### src/cqr_pkg.sv
// Shared types and constants for the circular queue with in-place reverse.
package cqr_pkg;

  localparam int DEPTH_DEF = 128;
  localparam int DATA_W    = 32;
  localparam int REQ_W     = 3;
  localparam int COUNT_W   = 8;

  typedef enum logic [REQ_W-1:0] {
    REQ_PUSH      = 3'd0,
    REQ_POP       = 3'd1,
    REQ_PEEK_HEAD = 3'd2,
    REQ_PEEK_TAIL = 3'd3,
    REQ_REVERSE   = 3'd4,
    REQ_CLEAR     = 3'd5
  } req_t;

  // Commands from the controller to the datapath.
  typedef struct packed {
    logic accept;
    logic commit;
    logic rev_start;
    logic swap_rd;
    logic swap_wlo;
    logic swap_whi;
  } cmd_t;

  // Status from the datapath to the controller.
  typedef struct packed {
    logic rev_work;
    logic last_pair;
    logic out_free;
  } sts_t;

endpackage

### src/cqr_ctrl.sv
// Controller state machine for the circular queue: sequences requests and reverse swaps.
module cqr_ctrl (
  input  logic          clk,
  input  logic          rst,
  input  logic          in_valid,
  output logic          in_ready,
  input  cqr_pkg::sts_t sts,
  output cqr_pkg::cmd_t cmd
);

  typedef enum logic [5:0] {
    ST_IDLE   = 6'b000001,
    ST_EXEC   = 6'b000010,
    ST_SW_RD  = 6'b000100,
    ST_SW_WLO = 6'b001000,
    ST_SW_WHI = 6'b010000,
    ST_FIN    = 6'b100000
  } state_t;

  state_t state;
  state_t state_next;

  always_ff @(posedge clk) begin
    if (rst) begin
      state <= ST_IDLE;
    end else begin
      state <= state_next;
    end
  end

  always_comb begin
    state_next = state;
    cmd        = '0;
    in_ready   = 1'b0;
    unique case (state)
      ST_IDLE: begin
        in_ready = 1'b1;
        if (in_valid) begin
          cmd.accept = 1'b1;
          state_next = ST_EXEC;
        end
      end
      ST_EXEC: begin
        priority if (sts.rev_work) begin
          cmd.rev_start = 1'b1;
          state_next    = ST_SW_RD;
        end else if (sts.out_free) begin
          cmd.commit = 1'b1;
          state_next = ST_IDLE;
        end else begin
          state_next = ST_EXEC;
        end
      end
      ST_SW_RD: begin
        cmd.swap_rd = 1'b1;
        state_next  = ST_SW_WLO;
      end
      ST_SW_WLO: begin
        cmd.swap_wlo = 1'b1;
        state_next   = ST_SW_WHI;
      end
      ST_SW_WHI: begin
        cmd.swap_whi = 1'b1;
        state_next   = sts.last_pair ? ST_FIN : ST_SW_RD;
      end
      ST_FIN: begin
        if (sts.out_free) begin
          cmd.commit = 1'b1;
          state_next = ST_IDLE;
        end
      end
      default: begin
        state_next = ST_IDLE;
      end
    endcase
  end

endmodule

### config.mk
export PLATFORM = sky130hd
export DESIGN_NAME = cqr_ctrl
export DESIGN_NICKNAME = d
export VERILOG_FILES = /design/src/cqr_pkg.sv /design/src/cqr_ctrl.sv
export SDC_FILE = /design/constraint.sdc
export NUM_CORES = 1
export LEC_CHECK = 0
export BUFFER_PORTS_ARGS = -buffer_cell sky130_fd_sc_hd__buf_2
export CAP_MARGIN = 20
export CORE_AREA = 2 2 39 41
export DETAILED_ROUTE_END_ITERATION = 8
export DIE_AREA = 0 0 41 43
export PLACE_DENSITY_LB_ADDON = 0.05
export SETUP_SLACK_MARGIN = 0.05
export SLEW_MARGIN = 20
export SYNTH_ARGS = -nofsm -noshare
export SYNTH_HDL_FRONTEND = slang
export SYNTH_SLANG_ARGS = --single-unit
### constraint.sdc
create_clock -name clk -period 2.51 [get_ports clk]
set_input_delay 0.251 -clock clk [delete_from_list [all_inputs] [get_ports clk]]
set_output_delay 0.251 -clock clk [all_outputs]
set_load 0.05 [all_outputs]
Word level (Yosys, flattened, before mapping)
Index checks and enable logic that the tools add are counted.
{"block": "classes", "add_sub_neg": 0, "multipliers": 0, "div": 0, "order_cmp": 0, "eq_ne": 8, "shift": 0, "muxes": 17, "n_bitwise": 0, "reduce_logical": 1}
{"op": "one-hot mux 6 bit (6 select lines)", "n": 1}
{"op": "two-way mux 6 bit", "n": 4}
{"op": "two-way mux 1 bit", "n": 10}
{"op": "equality test 6 x 1 -> 1 bit (second input constant)", "n": 1}
{"op": "equality test 6 x 2 -> 1 bit (second input constant)", "n": 1}
{"op": "equality test 6 x 3 -> 1 bit (second input constant)", "n": 1}
{"op": "equality test 6 x 4 -> 1 bit (second input constant)", "n": 1}
{"op": "equality test 6 x 5 -> 1 bit (second input constant)", "n": 1}
{"op": "equality test 6 bit (second input constant)", "n": 1}
{"op": "inequality test 2 bit (second input constant)", "n": 2}
{"op": "two-way mux 2 bit", "n": 1}
{"op": "one-hot mux 1 bit (2 select lines)", "n": 1}
{"op": "AND reduction 2 bit", "n": 1}
{"block": "word_totals", "register_bits": 6, "latch_bits": 0, "ramBits": 0, "romBits": 0, "inputBits": 6, "output_inout_bits": 7, "memories": 0}

Depth between registers and ports, before layout
Gate-level depths: netlist (run 1).
{"block": "logic_depth", "ltp_word": 3, "mapped_depth": 5, "ltp_nobuf": 4}

Worst setup path after synthesis (run 1)
Ideal clock, no wire load.
{"block": "synth_timing", "path_kind": "register to register", "from": "register state[3]", "to": "register state[2]", "setup_ns": 0.063, "t_arrival_ns": 2.132, "t_required_ns": 2.447, "path_slack_ns": 0.316, "stages_incl_launch_ff": 5, "path_buffers": 0, "synth_period_minus_slack_ns": 2.194, "path_cell_list": "dfxtp_1 -> nor4_1 -> nand2_1 -> nor3_1 -> o21ba_1"}
{"block": "synth_via", "elab_chain_cells": 3, "word_cells_on_any_way": 10, "cone_classes": "eq/ne: 8; mux: 1; reduce/logical: 1"}
{"element": "start, declared", "line_no": "cqr_ctrl.sv:20", "source": "state_t state;"}
{"element": "start signal, assigned", "line_no": "cqr_ctrl.sv:27", "source": "state <= state_next;"}
{"element": "equality test 6 bit / equality test 6 x 1 -> 1 bit (equally long branches)", "line_no": "cqr_ctrl.sv:35", "source": "unique case (state)"}
{"element": "inequality test 2 bit (no line)"}
{"element": "AND reduction 2 bit (no line)"}
Several ways; a longest one is shown, not always the timed one.
A chain may end at the register's enable or synchronous reset.

==> impl_metrics.py, run 1 <==
metrics = {
    "hold_path": {
        "hold_path.startpoint": "sts[1]",
        "worstHoldEndpoint": "state[5]",
        "worst_hold_path_type": "input pin to register",
        "hold_depth": 3,
    },
    "logic_synthesis": {
        "synth_top_flop_cell": "sky130_fd_sc_hd__dfxtp_1",
        "synth_area_per_cell_um2": 7.89,
        "simple_gate_fraction_of_synth_area_pct": 41.7,
        "synth_top_cell_area_share_pct": 31.1,
        "synth_top_cells_by_area": "sky130_fd_sc_hd__dfxtp_1, sky130_fd_sc_hd__nor2_1, sky130_fd_sc_hd__inv_1, sky130_fd_sc_hd__nand2_1, sky130_fd_sc_hd__nand2b_4",
        "yosys.cell_count.top_type": "sky130_fd_sc_hd__nor2_1",
        "area_of_the_mapped_netlist_um2": 387,
        "synth_enable_flop_cells": 0,
        "postSynthRegisterBits": 6,
        "netlist-cell-type-count": 26,
        "yosys_warnings": 0,
        "synth_cells": 49,
        "synth_compound_gate_area_share_pct": 20.1,
        "synth-seq-area-share_pct": 31.1,
        "mappedNetlistNets": 55,
        "synth.area.mux_share_pct": 0,
        "synth_async_sr_flop_share_pct": 0,
        "synth.cells.most_frequent": "sky130_fd_sc_hd__nor2_1, sky130_fd_sc_hd__dfxtp_1, sky130_fd_sc_hd__inv_1",
        "synth_top_family_by_area": "simple AND/OR/NAND/NOR gates",
        "post_synth_fa_ha_maj_area_fraction_pct": 0,
        "post-synth-top-area-cell": "sky130_fd_sc_hd__dfxtp_1",
        "post_synth_xor_area_fraction_pct": 0,
    },
    "critical_path": {
        "worst_setup_sp_type": "register",
        "cp_max_fo": 7,
        "r2r_setup_slack_ps": 700,
        "required_ps": 2260,
        "reg2reg_from": "state[3]",
        "setup.worst_path.end_class": "output pin",
        "r2r.worst_path.cells": 4,
        "critPathMaxStageDelay_ps": 550,
        "cp.buffers_inverters": 1,
        "critPathTopFamily": "simple AND/OR/NAND/NOR gates",
        "timing.rr.end": "state[2]",
        "critical_path.cell_chain": "or4_4, nor3b_1, o21a_1, buf_2",
        "cp_num_cells": 4,
        "arrival_ps": 1710,
        "worst_path_max_delay_cell": "sky130_fd_sc_hd__or4_4",
        "crit_type": "register to output pin",
    },
    "clock_network": {
        "clock_sinks": 6,
        "cts.repair.resized": 0,
        "tritoncts": "done",
        "worst_setup_hold_path_clk_slew_ps": 50,
        "post-cts-setup-buffers": 0,
        "clock_tree.htree_level_count": 1,
        "clk_root_buffer_cell": "sky130_fd_sc_hd__clkbuf_4",
        "tritoncts.num_buffers": 3,
        "clockBufferDepth": 2,
        "hold_buffer_count_at_cts": 0,
        "worstSkewPairLatency_ps": 240,
    },
    "cells_and_area": {
        "syn2layout_area_growth_pct": 25.2,
        "final_area_um2": 484,
        "fraction_of_layout_instances_using_a_drive_strength_above_1_pct": 31.7,
        "largest_register_ffs": 6,
        "stdcell_count": 79,
        "register_with_the_most_flip_flops": "state",
        "antenna-diode-count": 0,
        "design.final.nets": 71,
        "postLayoutCoreUtil_pct": 35.0,
        "layout.filler_cells": 161,
        "reg.largest.list": "state: 6 flops",
    },
    "timing": {
        "tightestPinTransition_ps": 415,
        "unrepaired_setup_endpoints_after_global_routing": "false",
        "final.period_utilization_pct": 78.2,
        "finalClockSkew_ps": 3.57,
        "final_period_minus_worst_setup_slack_ps": 1960,
        "finalSetupTns_ps": 0,
        "fmax_mhz": 510,
        "slew_headroom_pct": 72.1,
        "finalHoldViolCount": 0,
        "slew_viol_final": 0,
        "setup_viol": 0,
    },
    "drt": {
        "first_iter_violations": 2,
        "detail_route.wl_per_cell_um": 10.7,
        "postRouteWirelength_um": 848,
        "via_count_normalized_by_instance_count": 5.00,
        "met1_length_um": 412,
        "drt.antenna.violating_nets": 0,
        "maxUsedRoutingLayer": "met4",
        "detail_route.first_pass.iterations": 4,
        "routed-wl-met3_um": 29,
        "routed-wl-met2_um": 385,
        "num_vias": 395,
        "route.detailed.drc": 0,
    },
    "outcome": {
        "status": "completed",
    },
    "power": {
        "cell_internal_pwr_mw": 0.198,
        "vdd_drop_max_v": 0.000197,
        "share_seq_of_total_power_pct": 36.4,
        "power-per-cell-area_nw_per_um2": 658,
        "p_sw_mw": 0.121,
        "power.static_leakage_nw": 0.242,
        "power.share.switching_pct": 37.8,
        "clkPwrFrac_pct": 27.4,
        "power.share.combinational_pct": 36.1,
    },
    "placed_design": {
        "place_hpwl_um": 710,
        "port-buffer-count": 12,
        "place_inst": 76,
        "placed_area_um2": 462,
        "rd_place_congestion": 0.715,
    },
    "grt": {
        "grt_antenna_before_repair": 0,
        "globalRoute.totalOverflow": 0,
        "grt_max_degree": 9,
        "number_of_global_route_vias_before_repair": 340,
        "grtUsageTotal_pct": 11.6,
        "wire_length_of_the_first_global_routing_pass_um": 1370,
    },
    "die": {
        "initial_utilization_pct": 27.9,
        "core_region_area_um2": 1380,
        "design.portCount": 13,
        "area_of_the_die_um2": 1760,
        "dieWidth_um": 41,
        "die_h_um": 43,
        "row_count": 14,
    },
    "job": {
        "maxCapViolCount": 0,
    },
}
[worst max path at each step]
stage,slack [ps],to,start
CTS,530,cmd[4],state[3]
finish,550,cmd[4],state[3]
global route,430,cmd[3],state[3]
floorplan,320,state[2],state[3]
detailed placement,690,state[2],state[3]
global placement,690,state[2],state[3]
[per-stage QoR]
step | hold slack [ps] | worst slack, ps | power, mW
after detailed placement | 522 | 695 | 0.234
after floorplan | 388 | 316 | 0.209
after CTS | 265 | 528 | 0.324
after global routing | 276 | 428 | 0.343
final | 263 | 548 | 0.319
after global placement | 529 | 690 | 0.238
[cells by family (layout without fill, tap and decap cells)]
family,after synthesis,in the layout
and+or+nand+nor,27,27
DFF,6,6
buffers and inverters,7,21
AOI/OAI and AO/OA,9,9
[placed cells by master, fill, tap and decap left out, drive strengths merged, types with 2 or more instances in the layout]
cell    count
buf        12
clkbuf      3
dfxtp       6
inv         6
nand2       4
nand3       2
nor2        7
nor2b       2
nor3        2
nor4        2
[area by class of cell]
type                            instances  area (µm²)  area share, %
Sequential cell                         6         120           24.8
Timing Repair Buffer                   12        60.1           12.4
Inverter                                6        22.5           4.65
Tap cell                               16        20.0           4.13
Multi-Input combinational cell         36         239           49.4
Clock buffer                            3        22.5           4.65
[power groups by stage]
stage                     registers [mW]  logic, mW  clock network, mW
after detailed placement           0.118      0.116                  0
after floorplan                    0.110     0.0994                  0
after global routing               0.118      0.126             0.0992
final                              0.116      0.115             0.0875
after CTS                          0.116      0.117             0.0910
after global placement             0.118      0.119                  0
[worst reg2reg max path, cell delays in order (launching register included)]
cell                       delay (ps)
sky130_fd_sc_hd__dfxtp_1          350
sky130_fd_sc_hd__or4_4            550
sky130_fd_sc_hd__or4b_4           540
sky130_fd_sc_hd__nand2b_4         110
sky130_fd_sc_hd__o21ba_1          150
[metal layers]
layer,global-route usage [%],up-vias
li1,-,203
met1,17.2,182
met2,14.7,8
met3,1.57,2
met4,8.00,0
met5,0,-
Power figures use the tool's default switching activity.
==> run 2: changes to the inputs <==
==> constraint.sdc (replaced) <==
create_clock -name clk -period 1.8 [get_ports clk]
set_input_delay 0.18 -clock clk [delete_from_list [all_inputs] [get_ports clk]]
set_output_delay 0.18 -clock clk [all_outputs]
set_load 0.05 [all_outputs]
==> run 2 against run 1 <==
Against the previous run:
- count of clock-buffer cells in the layout unchanged
- clock power up 37%
- global-route usage up 1.5 points
- design area up 22%
- die area unchanged
- core utilization up 7.9 points
- critical path depth unchanged
- sequential share of layout area down 4.3 points
==> impl_metrics.py, run 2 (synthesis results as in run 1) <==
metrics = {
    "timing": {
        "unrepaired_setup_endpoints_after_global_routing": "true",
        "fmax_mhz": 562,
        "finalClockSkew_ps": 1.11,
        "setup_slack_ps": 21.9,
        "tightestPinTransition_ps": 355,
        "final_period_minus_worst_setup_slack_ps": 1780,
        "slew_headroom_pct": 76.0,
        "finalHoldViolCount": 0,
        "slew_viol_final": 0,
        "setup_viol": 0,
        "final.period_utilization_pct": 98.8,
    },
    "critical_path": {
        "worst_setup_sp_type": "register",
        "cp.buffers_inverters": 0,
        "critPathMaxStageDelay_ps": 550,
        "setup.worst_path.end_class": "register",
        "arrival_ps": 1890,
        "critPathTopFamily": "simple AND/OR/NAND/NOR gates",
        "crit_type": "register to register",
        "critical_path.cell_chain": "or4_4, or4b_4, a22oi_2, nand3_1",
        "cp_max_fo": 4,
        "required_ps": 1920,
        "worst_path_max_delay_cell": "sky130_fd_sc_hd__or4_4",
    },
    "die": {
        "initial_utilization_pct": 27.9,
        "dieWidth_um": 41,
        "design.portCount": 13,
        "area_of_the_die_um2": 1760,
        "row_count": 14,
        "die_h_um": 43,
        "core_region_area_um2": 1380,
    },
    "job": {
        "maxCapViolCount": 0,
    },
    "drt": {
        "detail_route.first_pass.iterations": 1,
        "via_count_normalized_by_instance_count": 4.74,
        "num_vias": 408,
        "postRouteWirelength_um": 960,
        "first_iter_violations": 0,
        "detail_route.wl_per_cell_um": 11.2,
        "route.detailed.drc": 0,
        "drt.antenna.violating_nets": 0,
    },
    "cells_and_area": {
        "syn2layout_area_growth_pct": 53.4,
        "layout.cells.most_common": "sky130_fd_sc_hd__buf_2",
        "design.final.nets": 78,
        "antenna-diode-count": 0,
        "postLayoutCoreUtil_pct": 42.9,
        "final_area_um2": 593,
        "register_with_the_most_flip_flops": "state",
        "final_cell_mix": "sky130_fd_sc_hd__buf_2, sky130_fd_sc_hd__buf_4, sky130_fd_sc_hd__inv_1, sky130_fd_sc_hd__nor2_1, sky130_fd_sc_hd__dfxtp_1",
        "stdcell_count": 86,
        "fraction_of_layout_instances_using_a_drive_strength_above_1_pct": 50.0,
        "reg.largest.list": "state: 6 flops",
        "largest_register_ffs": 6,
        "layout.filler_cells": 142,
    },
    "clock_network": {
        "tritoncts": "done",
        "clock_tree.htree_level_count": 1,
        "clockBufferDepth": 2,
        "clock_sinks": 6,
        "tritoncts.num_buffers": 3,
        "worstSkewPairLatency_ps": 240,
        "worst_setup_hold_path_clk_slew_ps": 40,
        "clk_root_buffer_cell": "sky130_fd_sc_hd__clkbuf_4",
    },
    "grt": {
        "grt.met1_usage_pct": 16.6,
        "number_of_global_route_vias_before_repair": 395,
        "wire_length_of_the_first_global_routing_pass_um": 1590,
        "busiest_layer": "met2",
        "grt_antenna_before_repair": 0,
        "grtUsageTotal_pct": 13.1,
        "global_route.usage.met3_pct": 1.57,
        "met2_usage_pct": 20.0,
        "globalRoute.totalOverflow": 0,
        "grt_max_degree": 8,
    },
    "placed_design": {
        "placed_area_um2": 514,
        "pre_cts_worst_setup_slack_ps": 37.0,
        "port-buffer-count": 12,
        "place_inst": 82,
        "place_hpwl_um": 800,
        "rd_place_congestion": 0.764,
    },
    "power": {
        "vdd_drop_max_v": 0.000415,
        "power.static_leakage_nw": 0.289,
        "power-per-cell-area_nw_per_um2": 817,
        "total_power_draw_mw": 0.485,
    },
    "hold_path": {
        "worst_hold_path_type": "input pin to register",
    },
    "outcome": {
        "status": "completed",
    },
}
==> run 2: cell types whose count changed in the layout (fill, tap and decap cells not counted), moves of 2 or more <==
cell / delta
sky130_fd_sc_hd__nor4_1: -2
sky130_fd_sc_hd__buf_4: +7
sky130_fd_sc_hd__buf_2: -2
sky130_fd_sc_hd__buf_6: +2
==> run 2: path summary, 6_finish.rpt <==
| path | from | endpoint | slack, ps | depth (start not counted) |
|---|---|---|---|---|
| max | state[2] | state[0] | 20 | 4 |
| min | sts[1] | state[5] | 200 | 3 |
| max reg2reg | state[2] | state[0] | 20 | 4 |
| min reg2reg | state[3] | state[4] | 660 | 3 |
==> run 2: repair_timing <==
item / in CTS / in global routing
pin swaps: 2 / 4
setup buffers: 1 / 0
endpoints found under the hold margin: 0 / 0
hold buffers: 0 / 0
resized for setup: 6 / 5
setup endpoints to repair: 7 / 5
==> run 2: worst reg2reg max path: stages, from the launching register on <==
cell,delay (ps)
sky130_fd_sc_hd__dfxtp_2,310
sky130_fd_sc_hd__or4_4,550
sky130_fd_sc_hd__or4b_4,550
sky130_fd_sc_hd__a22oi_2,160
sky130_fd_sc_hd__nand3_1,90
==> run 2: layer usage <==
| layer | wire [µm] | part of all wire, % |
|---|---|---|
| met5 | 0 | 0 |
| met4 | 0 | 0 |
| met3 | 40 | 4.2 |
| met2 | 473 | 49 |
| met1 | 446 | 46 |
==> run 2: stage by stage <==
step                hold WS [ps]  TNS [ps]
floorplan                    317         0
global placement             456         0
detailed placement           450         0
CTS                          197         0
global route                 199     -58.8
finish                       198         0
==> run 2: power breakdown <==
part	internal [mW]	switching, mW
Combinational	0.0841	0.130
Clock	0.0752	0.0449
Sequential	0.144	0.00634
Total	0.303	0.182
==> run 2: cell type report <==
cell class	count	area (µm²)	area share [%]
clock buffer	3	22.5	3.80
inverter	6	22.5	3.80
multi-input combinational	36	282	47.5
sequential	6	121	20.5
tap	16	20.0	3.38
timing repair buffer	19	125	21.1
